==> src/rtl/ssr_pkg.sv <==
// Shared types and constants for the stream substring replace block.
// No dependencies; the cell, window and core files in rtl/ refer to this package by scoped names.
package ssr_pkg;

  localparam int CHAR_W              = 8;
  localparam int CFG_DATA_W          = 64;
  localparam int CFG_INDEX_W         = 3;
  localparam int PATTERN_MAX_DEFAULT = 8;
  localparam int REPLACE_MAX         = 16;
  localparam int PLEN_W              = 4;
  localparam int RLEN_W              = 5;

  // Configuration register indexes
  localparam logic [CFG_INDEX_W-1:0] REG_PATTERN_BYTES      = 3'd0;
  localparam logic [CFG_INDEX_W-1:0] REG_PATTERN_LENGTH     = 3'd1;
  localparam logic [CFG_INDEX_W-1:0] REG_REPLACEMENT_LOW    = 3'd2;
  localparam logic [CFG_INDEX_W-1:0] REG_REPLACEMENT_HIGH   = 3'd3;
  localparam logic [CFG_INDEX_W-1:0] REG_REPLACEMENT_LENGTH = 3'd4;

  typedef struct packed {
    logic [CHAR_W-1:0] in_char;
    logic              end_of_input;
  } in_item_t;

  typedef struct packed {
    logic [CHAR_W-1:0] out_char;
    logic              has_char;
    logic              run_last;
    logic              string_done;
  } out_item_t;

  // Control handed from the sequencer to every window cell
  typedef struct packed {
    logic              shift;
    logic              append;
    logic [CHAR_W-1:0] new_char;
  } win_ctl_t;

endpackage

==> src/rtl/ssr_stream_if.sv <==
// Valid/ready stream channel carrying one payload item per beat.
// Depends on nothing; the payload type is chosen per instance.
interface ssr_stream_if #(parameter type item_t = logic) ();
  logic  valid;
  logic  ready;
  item_t payload;

  modport source (output valid, output payload, input ready);
  modport sink   (input valid, input payload, output ready);
endinterface

==> src/rtl/ssr_cell.sv <==
// One window cell: holds one byte, shifts toward the head, compares against its pattern byte.
// Depends on ssr_pkg.
module ssr_cell (
  input  logic                             clk,
  input  ssr_pkg::win_ctl_t                ctl,
  input  logic                             at_pos,
  input  logic                             before_pos,
  input  logic [ssr_pkg::CHAR_W-1:0]       neighbor,
  input  logic [ssr_pkg::CHAR_W-1:0]       pattern_char,
  output logic [ssr_pkg::CHAR_W-1:0]       held,
  output logic                             match
);

  // Compare the byte this cell would hold once the incoming byte is appended
  assign match = (pattern_char == (at_pos ? ctl.new_char : held));

  // Shift from the neighbor, or take the new byte at the append slot
  always_ff @(posedge clk) begin
    if (ctl.shift) begin
      held <= (ctl.append && before_pos) ? ctl.new_char : neighbor;
    end else if (ctl.append && at_pos) begin
      held <= ctl.new_char;
    end
  end

endmodule

==> src/rtl/ssr_window.sv <==
// Row of match window cells, oldest byte in cell 0, plus the pattern hit reduction.
// Depends on ssr_pkg and ssr_cell.
module ssr_window #(
  parameter int CELLS = ssr_pkg::PATTERN_MAX_DEFAULT,
  parameter int IDX_W = (CELLS > 1) ? $clog2(CELLS) : 1
) (
  input  logic                                clk,
  input  ssr_pkg::win_ctl_t                   ctl,
  input  logic [IDX_W-1:0]                    pos,
  input  logic [ssr_pkg::CFG_DATA_W-1:0]      pattern_bytes,
  output logic [ssr_pkg::CHAR_W-1:0]          head,
  output logic                                hit
);

  logic [ssr_pkg::CHAR_W-1:0] held [CELLS];
  logic [CELLS-1:0]           match;
  logic [CELLS-1:0]           upto_pos;

  for (genvar i = 0; i < CELLS; i++) begin : g_cell
    logic [ssr_pkg::CHAR_W-1:0] neighbor;

    if (i == CELLS - 1) begin : g_tail
      assign neighbor = '0;
    end else begin : g_body
      assign neighbor = held[i+1];
    end

    assign upto_pos[i] = ({1'b0, pos} >= (IDX_W+1)'(i));

    ssr_cell u_cell (
      .clk          (clk),
      .ctl          (ctl),
      .at_pos       (pos == IDX_W'(i)),
      .before_pos   ({1'b0, pos} == (IDX_W+1)'(i + 1)),
      .neighbor     (neighbor),
      .pattern_char (pattern_bytes[ssr_pkg::CHAR_W*i +: ssr_pkg::CHAR_W]),
      .held         (held[i]),
      .match        (match[i])
    );
  end

  assign head = held[0];

  // Every cell up to the append slot must equal its pattern byte
  assign hit = &(match | ~upto_pos);

endmodule

==> src/rtl/stream_substring_replace_core.sv <==
// Streaming substring replace: one byte accepted per cycle while the output is not stalled and no
// replacement or flush is in progress; result beats come from a registered output.
// A match with more than one replacement byte holds the input until the rest are sent, and the last
// byte of a string holds it until every byte left in the window has been sent.
// Reset (synchronous, active high) empties the window and loads the register defaults.
module stream_substring_replace_core #(
  parameter int PATTERN_MAX = ssr_pkg::PATTERN_MAX_DEFAULT
) (
  input  logic                                   clk,
  input  logic                                   rst,
  ssr_stream_if.sink                             din,
  ssr_stream_if.source                           dout,
  input  logic                                   cfg_write,
  input  logic [ssr_pkg::CFG_INDEX_W-1:0]        cfg_index,
  input  logic [ssr_pkg::CFG_DATA_W-1:0]         cfg_data
);

  localparam int IDX_W  = (PATTERN_MAX > 1) ? $clog2(PATTERN_MAX) : 1;
  localparam int FILL_W = $clog2(PATTERN_MAX + 1);

  localparam logic [1:0] ST_ACCEPT = 2'd0;
  localparam logic [1:0] ST_REPL   = 2'd1;
  localparam logic [1:0] ST_FLUSH  = 2'd2;

  // Configuration registers
  logic [ssr_pkg::CFG_DATA_W-1:0] pattern_bytes;
  logic [ssr_pkg::PLEN_W-1:0]     pattern_length;
  logic [ssr_pkg::CFG_DATA_W-1:0] replacement_low;
  logic [ssr_pkg::CFG_DATA_W-1:0] replacement_high;
  logic [ssr_pkg::RLEN_W-1:0]     replacement_length;

  // Sequencer state
  logic [1:0]        state, state_next;
  logic [FILL_W-1:0] fill, fill_next;
  logic [3:0]        idx, idx_next;
  logic              last, last_next;

  // Output register
  logic               out_valid;
  ssr_pkg::out_item_t out_item;
  ssr_pkg::out_item_t beat;
  logic               beat_load;

  logic                        advance;
  logic                        take;
  logic [FILL_W-1:0]           plen;
  logic [ssr_pkg::RLEN_W-1:0]  rlen;
  logic [IDX_W-1:0]            pos;
  logic                        full;
  logic [2*ssr_pkg::CFG_DATA_W-1:0] rep_word;
  logic [ssr_pkg::CHAR_W-1:0]  win_head;
  logic                        win_hit;
  ssr_pkg::win_ctl_t           ctl;
  ssr_pkg::in_item_t           item;

  // Clamp the configured lengths
  always_comb begin
    if (pattern_length == '0) begin
      plen = FILL_W'(1);
    end else if (pattern_length > ssr_pkg::PLEN_W'(PATTERN_MAX)) begin
      plen = FILL_W'(PATTERN_MAX);
    end else begin
      plen = FILL_W'(pattern_length);
    end
  end

  assign rlen = (replacement_length > ssr_pkg::RLEN_W'(ssr_pkg::REPLACE_MAX)) ?
                ssr_pkg::RLEN_W'(ssr_pkg::REPLACE_MAX) : replacement_length;

  assign rep_word = {replacement_high, replacement_low};
  assign item     = din.payload;

  // Append slot and full-window check
  assign pos  = (fill >= plen) ? '0 : IDX_W'(fill);
  assign full = ((FILL_W'(pos) + FILL_W'(1)) == plen);

  assign advance   = !out_valid || dout.ready;
  assign din.ready = (state == ST_ACCEPT) && advance;
  assign take      = din.valid && din.ready;

  ssr_window #(
    .CELLS (PATTERN_MAX),
    .IDX_W (IDX_W)
  ) u_window (
    .clk           (clk),
    .ctl           (ctl),
    .pos           (pos),
    .pattern_bytes (pattern_bytes),
    .head          (win_head),
    .hit           (win_hit)
  );

  // Sequence the result beats of each byte
  always_comb begin
    state_next   = state;
    fill_next    = fill;
    idx_next     = idx;
    last_next    = last;
    ctl.shift    = 1'b0;
    ctl.append   = 1'b0;
    ctl.new_char = item.in_char;
    beat_load    = 1'b0;
    beat         = '0;

    unique case (state)
      ST_ACCEPT: begin
        if (take) begin
          if (full && win_hit) begin
            // Replace the matched window
            fill_next = '0;
            if (rlen != '0) begin
              beat_load        = 1'b1;
              beat.out_char    = rep_word[ssr_pkg::CHAR_W-1:0];
              beat.has_char    = 1'b1;
              beat.run_last    = (rlen == ssr_pkg::RLEN_W'(1));
              beat.string_done = (rlen == ssr_pkg::RLEN_W'(1)) && item.end_of_input;
              if (rlen != ssr_pkg::RLEN_W'(1)) begin
                state_next = ST_REPL;
                idx_next   = 4'd1;
                last_next  = item.end_of_input;
              end
            end else if (item.end_of_input) begin
              beat_load        = 1'b1;
              beat.run_last    = 1'b1;
              beat.string_done = 1'b1;
            end
          end else if (full) begin
            // Emit the oldest byte and slide the window
            ctl.shift     = 1'b1;
            ctl.append    = 1'b1;
            beat_load     = 1'b1;
            beat.out_char = (pos == '0) ? item.in_char : win_head;
            beat.has_char = 1'b1;
            fill_next     = plen - FILL_W'(1);
            if (item.end_of_input && (plen != FILL_W'(1))) begin
              state_next = ST_FLUSH;
            end else begin
              beat.run_last    = 1'b1;
              beat.string_done = item.end_of_input;
            end
          end else begin
            // Grow the window
            ctl.append = 1'b1;
            fill_next  = FILL_W'(pos) + FILL_W'(1);
            if (item.end_of_input) begin
              state_next = ST_FLUSH;
            end
          end
        end
      end

      ST_REPL: begin
        if (advance) begin
          beat_load     = 1'b1;
          beat.out_char = rep_word[ssr_pkg::CHAR_W*idx +: ssr_pkg::CHAR_W];
          beat.has_char = 1'b1;
          if ((ssr_pkg::RLEN_W'(idx) + ssr_pkg::RLEN_W'(1)) == rlen) begin
            beat.run_last    = 1'b1;
            beat.string_done = last;
            state_next       = ST_ACCEPT;
          end else begin
            idx_next = idx + 4'd1;
          end
        end
      end

      ST_FLUSH: begin
        // Drain the window one byte per beat from the head
        if (advance) begin
          ctl.shift     = 1'b1;
          beat_load     = 1'b1;
          beat.out_char = win_head;
          beat.has_char = 1'b1;
          fill_next     = fill - FILL_W'(1);
          if (fill == FILL_W'(1)) begin
            beat.run_last    = 1'b1;
            beat.string_done = 1'b1;
            state_next       = ST_ACCEPT;
          end
        end
      end

      default: begin
        state_next = ST_ACCEPT;
      end
    endcase

    // A new pattern length discards the window
    if (cfg_write && (cfg_index == ssr_pkg::REG_PATTERN_LENGTH)) begin
      fill_next = '0;
    end
  end

  // Control registers
  always_ff @(posedge clk) begin
    if (rst) begin
      state     <= ST_ACCEPT;
      fill      <= '0;
      idx       <= '0;
      last      <= 1'b0;
      out_valid <= 1'b0;
    end else begin
      state <= state_next;
      fill  <= fill_next;
      idx   <= idx_next;
      last  <= last_next;
      if (advance) begin
        out_valid <= beat_load;
      end
    end
  end

  // Hold the result beat until taken
  always_ff @(posedge clk) begin
    if (advance) begin
      out_item <= beat;
    end
  end

  assign dout.valid   = out_valid;
  assign dout.payload = out_item;

  // Configuration writes
  always_ff @(posedge clk) begin
    if (rst) begin
      pattern_bytes      <= '0;
      pattern_length     <= ssr_pkg::PLEN_W'(1);
      replacement_low    <= '0;
      replacement_high   <= '0;
      replacement_length <= '0;
    end else if (cfg_write) begin
      unique case (cfg_index)
        ssr_pkg::REG_PATTERN_BYTES:      pattern_bytes      <= cfg_data;
        ssr_pkg::REG_PATTERN_LENGTH:     pattern_length     <= cfg_data[ssr_pkg::PLEN_W-1:0];
        ssr_pkg::REG_REPLACEMENT_LOW:    replacement_low    <= cfg_data;
        ssr_pkg::REG_REPLACEMENT_HIGH:   replacement_high   <= cfg_data;
        ssr_pkg::REG_REPLACEMENT_LENGTH: replacement_length <= cfg_data[ssr_pkg::RLEN_W-1:0];
        default: begin
        end
      endcase
    end
  end

endmodule

==> src/flat_wrapper.sv <==
// flat-port wrapper written by rule: the top's interface ports become plain ports
module stream_substring_replace_core_flat 
#(
  parameter int PATTERN_MAX = ssr_pkg::PATTERN_MAX_DEFAULT
)
  (clk, rst, cfg_write, cfg_index, cfg_data, din_valid, din_payload, din_ready, dout_valid, dout_payload, dout_ready);
  ssr_stream_if #(.item_t(ssr_pkg::in_item_t)) din_i ();
  ssr_stream_if #(.item_t(ssr_pkg::out_item_t)) dout_i ();
  input  logic clk;
  input  logic rst;
  input  logic cfg_write;
  input  logic [ssr_pkg::CFG_INDEX_W-1:0] cfg_index;
  input  logic [ssr_pkg::CFG_DATA_W-1:0] cfg_data;
  input wire logic [$bits(din_i.valid)-1:0] din_valid;
  input wire logic [$bits(din_i.payload)-1:0] din_payload;
  output wire logic [$bits(din_i.ready)-1:0] din_ready;
  output wire logic [$bits(dout_i.valid)-1:0] dout_valid;
  output wire logic [$bits(dout_i.payload)-1:0] dout_payload;
  input wire logic [$bits(dout_i.ready)-1:0] dout_ready;
  assign din_i.valid = din_valid;
  assign din_i.payload = din_payload;
  assign din_ready = din_i.ready;
  assign dout_valid = dout_i.valid;
  assign dout_payload = dout_i.payload;
  assign dout_i.ready = dout_ready;
  stream_substring_replace_core #(.PATTERN_MAX(PATTERN_MAX)) u_core (.clk(clk), .rst(rst), .din(din_i), .dout(dout_i), .cfg_write(cfg_write), .cfg_index(cfg_index), .cfg_data(cfg_data));
endmodule
==> config.mk <==
export PLATFORM = sky130hd
export DESIGN_NAME = stream_substring_replace_core_flat
export DESIGN_NICKNAME = d
export VERILOG_FILES = /design/src/rtl/ssr_pkg.sv /design/src/rtl/ssr_stream_if.sv /design/src/rtl/ssr_cell.sv /design/src/rtl/ssr_window.sv /design/src/rtl/stream_substring_replace_core.sv /design/src/flat_wrapper.sv
export SDC_FILE = /design/constraint.sdc
export NUM_CORES = 1
export LEC_CHECK = 0
export BUFFER_PORTS_ARGS = -buffer_cell sky130_fd_sc_hd__clkbuf_2
export CORE_MARGIN = 5
export CORE_UTILIZATION = 25
export CTS_CLUSTER_DIAMETER = 40
export DETAILED_ROUTE_END_ITERATION = 8
export PLACE_DENSITY = 0.39
export SYNTH_ARGS = -nofsm -noshare
export SYNTH_HDL_FRONTEND = slang
export SYNTH_SLANG_ARGS = --single-unit
==> constraint.sdc <==
create_clock -name clk -period 5 [get_ports clk]
set_input_delay 1 -clock clk [delete_from_list [all_inputs] [get_ports clk]]
set_output_delay 1 -clock clk [all_outputs]
set_load 0.02 [all_outputs]
== Yosys cells after proc, flatten, opt, wreduce, memory -nomap -nowiden ==
Index checks and enable logic that the tools add are counted.
Word-level totals
  register bits: 288
  output and inout bits: 13
  word-level logic and storage cells: 188
  input port bits: 81
Operators by class
  multiplexer cells: 72
  order comparisons: 10
  eq/ne operators: 40
  shifts and indexed selects: 1
  add/sub/neg operators: 5
  reductions and logical operators: 36
  bitwise logic cells: 2
Operators with widths (number)
  2-to-1 mux 8 bit: 23
  indexed part select 128 x 8 -> 8 bit: 1
  equality test 8 bit: 8
  2-to-1 mux 4 bit: 12
  2-to-1 mux 2 bit: 18
  2-to-1 mux 11 bit: 3
  one-hot mux 11 bit (3 select lines): 1
  one-hot mux 4 bit (2 select lines): 2
  equality test 3 bit (second input constant): 5
  logical AND 1 bit: 14
  equality test 3 x 2 -> 1 bit (second input constant): 4
  greater-or-equal comparator 3 bit (second input constant): 4
  inequality test 2 x 1 -> 1 bit (second input constant): 5
  AND reduction 2 bit: 5
  2-to-1 mux 9 bit: 1
  AND reduction 9 bit: 1
  inequality test 2 bit (second input constant): 4
  NOT 8 bit: 1
  bitwise OR 8 bit: 1
  AND reduction 8 bit: 1
  subtractor 4 x 1 -> 4 bit (second input constant): 2
  2-to-1 mux 1 bit: 7
  AND reduction 7 bit: 1
  equality test 3 x 1 -> 1 bit (second input constant): 2
  33 further kinds: 40

== Logic depth before layout (Yosys ltp) ==
  depth after elaboration: 17
  gate-level depth with buffers: 23
  mapped depth without buffers: 18

== Modules after synthesis ==
Synthesis repeated with hierarchy kept, for this count alone.
Unflattened totals
  cell total of the unflattened synthesis: 1502
  area, all modules: 14076.0 um2
Modules (own cells, without submodules)
  stream_substring_replace_core: area each 9721.8 um2, instances 1, sequential area each 4594.4 um2, cells each 1177
  ssr_cell: area each 528.0 um2, instances 8, sequential area each 240.2 um2, cells each 38
  ssr_window: area each 130.1 um2, instances 1, sequential area each 0.0 um2, cells each 21

== Worst setup path after synthesis ==
OpenSTA, ideal clock, no wires.
  path type: register to register
  start: register u_core.pattern_length[2] (netlist bit)
  end: register u_core.u_window.g_cell[0].u_cell.held[0] (netlist bit), enable pin
  setup time: 330 ps
  arrival time: 4425 ps
  period minus slack after synthesis: 4754 ps
  setup slack: 246 ps
  buffers on the path: 3
  data required time: 4670 ps
  cell stages (with the launch flop): 21
  cells stage by stage: dfxtp_1 > nor2_1 > o21ai_1 > inv_1 > ha_1 > nor3b_4 > or2_0 > and3_1 > ha_1 > ha_1 > buf_1 > mux2i_1 > xor2_1 > nand4_1 > o22ai_1 > o311a_1 > o2111ai_1 > o31ai_1 > buf_2 > buf_2 > nand3_1
Between the ends
  longest elaborated chain between the ends: 16
  elaborated cells between the ends (all ways): 50
  those cells by class: add/sub: 1; order compare: 9; eq/ne: 16; mux: 16; bitwise: 2; reduce/logical: 6
Ends and longest elaborated chain
  start, declared: line stream_substring_replace_core.sv:27  | logic [ssr_pkg::PLEN_W-1:0] pattern_length;
  start signal, assigned: line stream_substring_replace_core.sv:227  | pattern_length <= ssr_pkg::PLEN_W'(1);
  start signal, assigned: line stream_substring_replace_core.sv:234  | ssr_pkg::REG_PATTERN_LENGTH: pattern_length <= cfg_data[ssr_pkg::PLEN_W-1:0];
  > comparator 4 bit: line stream_substring_replace_core.sv:60  | end else if (pattern_length > ssr_pkg::PLEN_W'(PATTERN_MAX)) begin
  2-to-1 mux 4 bit: line stream_substring_replace_core.sv:60
  2-to-1 mux 4 bit (*): line stream_substring_replace_core.sv:58  | if (pattern_length == '0) begin
  greater-or-equal comparator 4 bit: line stream_substring_replace_core.sv:74  | assign pos = (fill >= plen) ? '0 : IDX_W'(fill);
  2-to-1 mux 3 bit: line stream_substring_replace_core.sv:74
  equality test 3 x 1 -> 1 bit (tied with other cells): line ssr_window.sv:33  | .at_pos (pos == IDX_W'(i)),
  2-to-1 mux 8 bit: line ssr_cell.sv:15  | assign match = (pattern_char == (at_pos ? ctl.new_char : held));
  equality test 8 bit: line ssr_cell.sv:15
  bitwise OR 8 bit: line ssr_window.sv:45  | assign hit = &(match | ~upto_pos);
  AND reduction 8 bit: line ssr_window.sv:45
  logical AND 1 bit: line stream_substring_replace_core.sv:108  | if (full && win_hit) begin
  2-to-1 mux 2 bit: line stream_substring_replace_core.sv:108
  2-to-1 mux 2 bit: line stream_substring_replace_core.sv:107  | if (take) begin
  2-to-1 mux 1 bit: line stream_substring_replace_core.sv:105  | unique case (state)
  logical AND 1 bit: line ssr_cell.sv:21  | end else if (ctl.append && at_pos) begin
  nonzero test 2 bit (no source line) (*)
  end signal, assigned: line ssr_cell.sv:20  | held <= (ctl.append && before_pos) ? ctl.new_char : neighbor;
  end signal, assigned: line ssr_cell.sv:22  | held <= ctl.new_char;
  end, declared: line ssr_cell.sv:10  | output logic [ssr_pkg::CHAR_W-1:0] held,
Every way passes the cells marked *; elsewhere a longest branch is shown, timed or not.
A chain may end at the register's enable or synchronous reset.

== Worst setup path after layout ==
  start: register u_core.pattern_length[1] (netlist bit)
  end: register u_core.u_window.g_cell[4].u_cell.held[1] (netlist bit)
Between the ends
  longest elaborated chain between the ends: 17
  elaborated cells between the ends (all ways): 53
  those cells by class: add/sub: 1; order compare: 9; eq/ne: 16; mux: 19; bitwise: 2; reduce/logical: 6
Ends and longest elaborated chain
  > comparator 4 bit: line stream_substring_replace_core.sv:60
  2-to-1 mux 4 bit: line stream_substring_replace_core.sv:60
  2-to-1 mux 4 bit (*): line stream_substring_replace_core.sv:58
  greater-or-equal comparator 4 bit: line stream_substring_replace_core.sv:74
  2-to-1 mux 3 bit: line stream_substring_replace_core.sv:74
  equality test 3 x 1 -> 1 bit (tied with other cells): line ssr_window.sv:33
  2-to-1 mux 8 bit: line ssr_cell.sv:15
  equality test 8 bit: line ssr_cell.sv:15
  bitwise OR 8 bit: line ssr_window.sv:45
  AND reduction 8 bit: line ssr_window.sv:45
  logical AND 1 bit: line stream_substring_replace_core.sv:108
  2-to-1 mux 2 bit: line stream_substring_replace_core.sv:108
  2-to-1 mux 2 bit: line stream_substring_replace_core.sv:107
  2-to-1 mux 1 bit: line stream_substring_replace_core.sv:105
  logical AND 1 bit (on tied branches): line ssr_cell.sv:21, ssr_cell.sv:20
  2-to-1 mux 8 bit
  2-to-1 mux 8 bit (*): line ssr_cell.sv:19  | if (ctl.shift) begin
  end signal, assigned: line ssr_cell.sv:20
  end signal, assigned: line ssr_cell.sv:22
  end, declared: line ssr_cell.sv:10
Marks and branches as above.

==> flow_summary.ini <==
[clock_tree]
clk_path_buf_depth = 3
cts_buffers = 58
htree_levels = 2
cts.clk_slew.worst_paths_ns = 0.05
root_buffer = clkbuf_16
worst_skew_pair.late_latency_ns = 0.62
tritoncts = done
clock-sinks = 288

[floorplanning]
dieArea_mm2 = 0.0642
die_w_um = 253
start_util = 0.252
coreArea_mm2 = 0.0588
die_y_um = 253
ioPinCount = 94
row_count = 89

[detailed_routing]
vias = 13600
routed_wl_um = 61200
dr.first_iter.drc_count = 1055
firstDrtPassIters = 8
wl_per_cell_um = 22.8
drcViolationCount = 0
drtAntennaViolNets = 0
vias_per_cell = 5.07

[global_route]
grt_start_max_net_pins = 174
grt.overflow.total = 0
grt_first_pass_wirelength_um = 89200
gr-usage-all-layers = 0.186
antenna_found_initial = 5
grt_pass1_vias = 13200

[place]
dp_hpwl_um = 44600
port_buffers = 93
gp_congestion = 0.899
dp.cells = 2578

[sta]
finClkSkew_ns = 0.0324
relSlewSlack = 0.347
min_period_ns = 4.69
finalCritPeriodShare = 0.939
fmax_mhz = 213
setup_viol = 0
rsz0062_at_grt = false
worstMarginPinSlew_ns = 0.969
hold_viol = 0
setup_tns_ns = 0
slew_violations = 0

[critical_path]
critPathArrivalTime_ns = 5.18
slowest_delay_ns = 0.35
path_delay_family = compound AO/OA/AOI/OAI gates
cp-end-kind = register
path_class = register to register
startpoint_type = register
cp.required_ns = 5.49
path_buf_inv = 5
worstPathMaxFanout = 20
cp_slowest_cell = a221o_1
cp_cell_sequence = nor2_1 -> o21ai_1 -> inv_1 -> ha_1 -> nor3b_4 -> or2_0 -> and3_2 -> ha_1 -> ha_1 -> buf_6 -> mux2i_2 -> xor2_1 -> nand4_1 -> o22ai_2 -> o311a_1 -> o2111ai_2 -> buf_6 -> nor3_2 -> buf_6 -> o41ai_1 -> buf_4 -> a221o_1

[synth]
synth-seq-cells = 288
synth_top_flop_cell = dfxtp_1
synthDistinctLibCells = 80
synth_fp_nets = 1858
synth-async-reset-ratio = 0
netlist_instances = 1758
ys_seq_area_frac = 0.402
synth_edf_count = 19
avgSynthCellArea_um2 = 8.42
synth_area_mm2 = 0.0148
yosys_warnings = 0

[pwr]
max-vdd-ir-drop_mv = 0.249
p_leak_nw = 6.54
p_per_area_mw_per_mm2 = 519

[final_layout]
seqCellArea_mm2 = 0.00596
multi_input_area_mm2 = 0.00817
drive_above_1_share = 0.194
antenna_cells = 0
finalNonFillerCells = 2688
mostFrequentLayoutCells = 438 x nand2_1, 268 x dfxtp_1, 227 x a21oi_1
final_net_count = 1968
final_common_cell = nand2_1
fillCellCount = 6214
areaGrowthSynthToFinish_pct = 25.0

[min_path]
worstHoldPathType = register to register

[status]
outcome = finished clean

[flow_run]
cap_violations = 0
[cells in the mapped netlist, drive strengths merged (7+ instances only)]
| library cell | instances | area, µm² |
|---|---|---|
| a31oi | 7 | 43.8 |
| o31a | 7 | 61.3 |
| nor4 | 22 | 138 |
| o211ai | 11 | 92.6 |
| and3 | 9 | 56.3 |
| buf | 28 | 133 |
| a311oi | 11 | 120 |
| nand4 | 14 | 93.8 |
| o21ai | 50 | 254 |
| o221ai | 10 | 138 |
| a22oi | 10 | 75.1 |
| inv | 66 | 248 |
| edfxtp | 19 | 571 |
| clkbuf | 99 | 372 |
| nand2 | 440 | 1650 |
| a222oi | 10 | 100 |
| dfxtp | 269 | 5390 |
| a21oi | 228 | 1140 |
| mux2 | 8 | 90.1 |
| nand2b | 10 | 62.6 |
| a32oi | 7 | 61.3 |
| o2111ai | 7 | 61.3 |
| o22ai | 9 | 56.3 |
| xor2 | 50 | 438 |
| xnor2 | 33 | 289 |
| ha | 19 | 238 |
| nor2 | 53 | 199 |
| mux2i | 48 | 480 |
| mux4 | 40 | 901 |
| nor3 | 19 | 95.1 |
| a221o | 26 | 260 |
| nor3b | 16 | 131 |
| nand3 | 35 | 175 |
| a221oi | 8 | 70.1 |
[metrics by stage]
step                      hold slack [ns]  utilization  total power, mW  setup WS [ns]  cell area [µm²]
after global placement              0.439        0.279             5.57          0.216            16400
after detailed placement            0.443        0.279             5.58          0.107            16400
final                               0.450        0.315             9.60          0.306            18500
after floorplan                     0.433            -             4.56          0.246            14800
after global routing                0.462        0.315             10.0        0.00204            18500
after CTS                           0.452        0.313             9.63         0.0569            18400
[area by class of cell]
class,instances,area share
clock buffers,73,0.0882
clock inverters,34,0.0217
inverters,68,0.0138
multi-input cells,1275,0.441
flip-flops and latches,288,0.322
well taps,773,0.0523
repair buffers,177,0.0609
[logic make-up (layout without fill, tap and decap cells)]
family,after synthesis,after routing,share of synthesized area
simple gates,640,640,0.187
compound gates,437,437,0.195
flops,288,288,0.402
buf+inv,195,352,0.0513
mux,96,96,0.0994
xor+xnor,83,83,0.0491
fa+ha+maj,19,19,0.0161
[state kept, by name (all words and copies together), names as in the netlist]
| register | cells |
|---|---|
| u_core.dout.payload | 11 |
| u_core.replacement_high | 64 |
| u_core.pattern_bytes | 64 |
| u_core.state | 2 |
| u_core.dout.valid | 1 |
| u_core.u_window.g_cell.u_cell.held | 64 |
| u_core.idx | 4 |
| u_core.last | 1 |
| u_core.pattern_length | 4 |
| u_core.fill | 4 |
| u_core.replacement_length | 5 |
| u_core.replacement_low | 64 |
[metal layers]
metal	routed length (µm)	vias to the layer above	track usage
li1	-	6482	-
met1	27400	6655	0.247
met2	28300	371	0.299
met3	3360	120	0.0381
met4	2150	4	0.0683
met5	29	-	0
[worst register-to-register path: stages (launching register included)]
cell and delay (ns):
dfxtp_1 0.34, nor2_1 0.05, o21ai_1 0.17, inv_1 0.09, ha_1 0.33, nor3b_4 0.23
or2_0 0.17, and3_2 0.24, ha_1 0.19, ha_1 0.18, buf_6 0.20, mux2i_2 0.25
xor2_1 0.17, nand4_1 0.15, o22ai_2 0.17, o311a_1 0.25, o2111ai_2 0.15, buf_6 0.23
nor3_2 0.19, buf_6 0.20, o41ai_1 0.09, buf_4 0.18, a221o_1 0.35
[worst paths after layout]
kind                                             from                                               end  slack (ns)  depth (start not counted)
max             u_core.pattern_length[1]$_SDFFE_PP0P_  u_core.u_window.g_cell[4].u_cell.held[1]$_DFF_P_        0.31                         22
min          u_core.replacement_high[53]$_SDFFE_PP0P_          u_core.replacement_high[53]$_SDFFE_PP0P_        0.45                          2
max reg2reg     u_core.pattern_length[1]$_SDFFE_PP0P_  u_core.u_window.g_cell[4].u_cell.held[1]$_DFF_P_        0.31                         22
min reg2reg  u_core.replacement_high[53]$_SDFFE_PP0P_          u_core.replacement_high[53]$_SDFFE_PP0P_        0.45                          2
[where the power goes]
part	internal, mW	switching [mW]
registers	2.62	0.219
clock network	2.62	1.37
logic	1.02	1.74
total	6.27	3.33
[timing repair]
item	CTS	global route
hold buffers	0	0
buffers inserted	0	3
gates resized for setup	0	16
endpoints found under the setup margin	0	87
No activity file was read; power rests on OpenSTA's default activity.
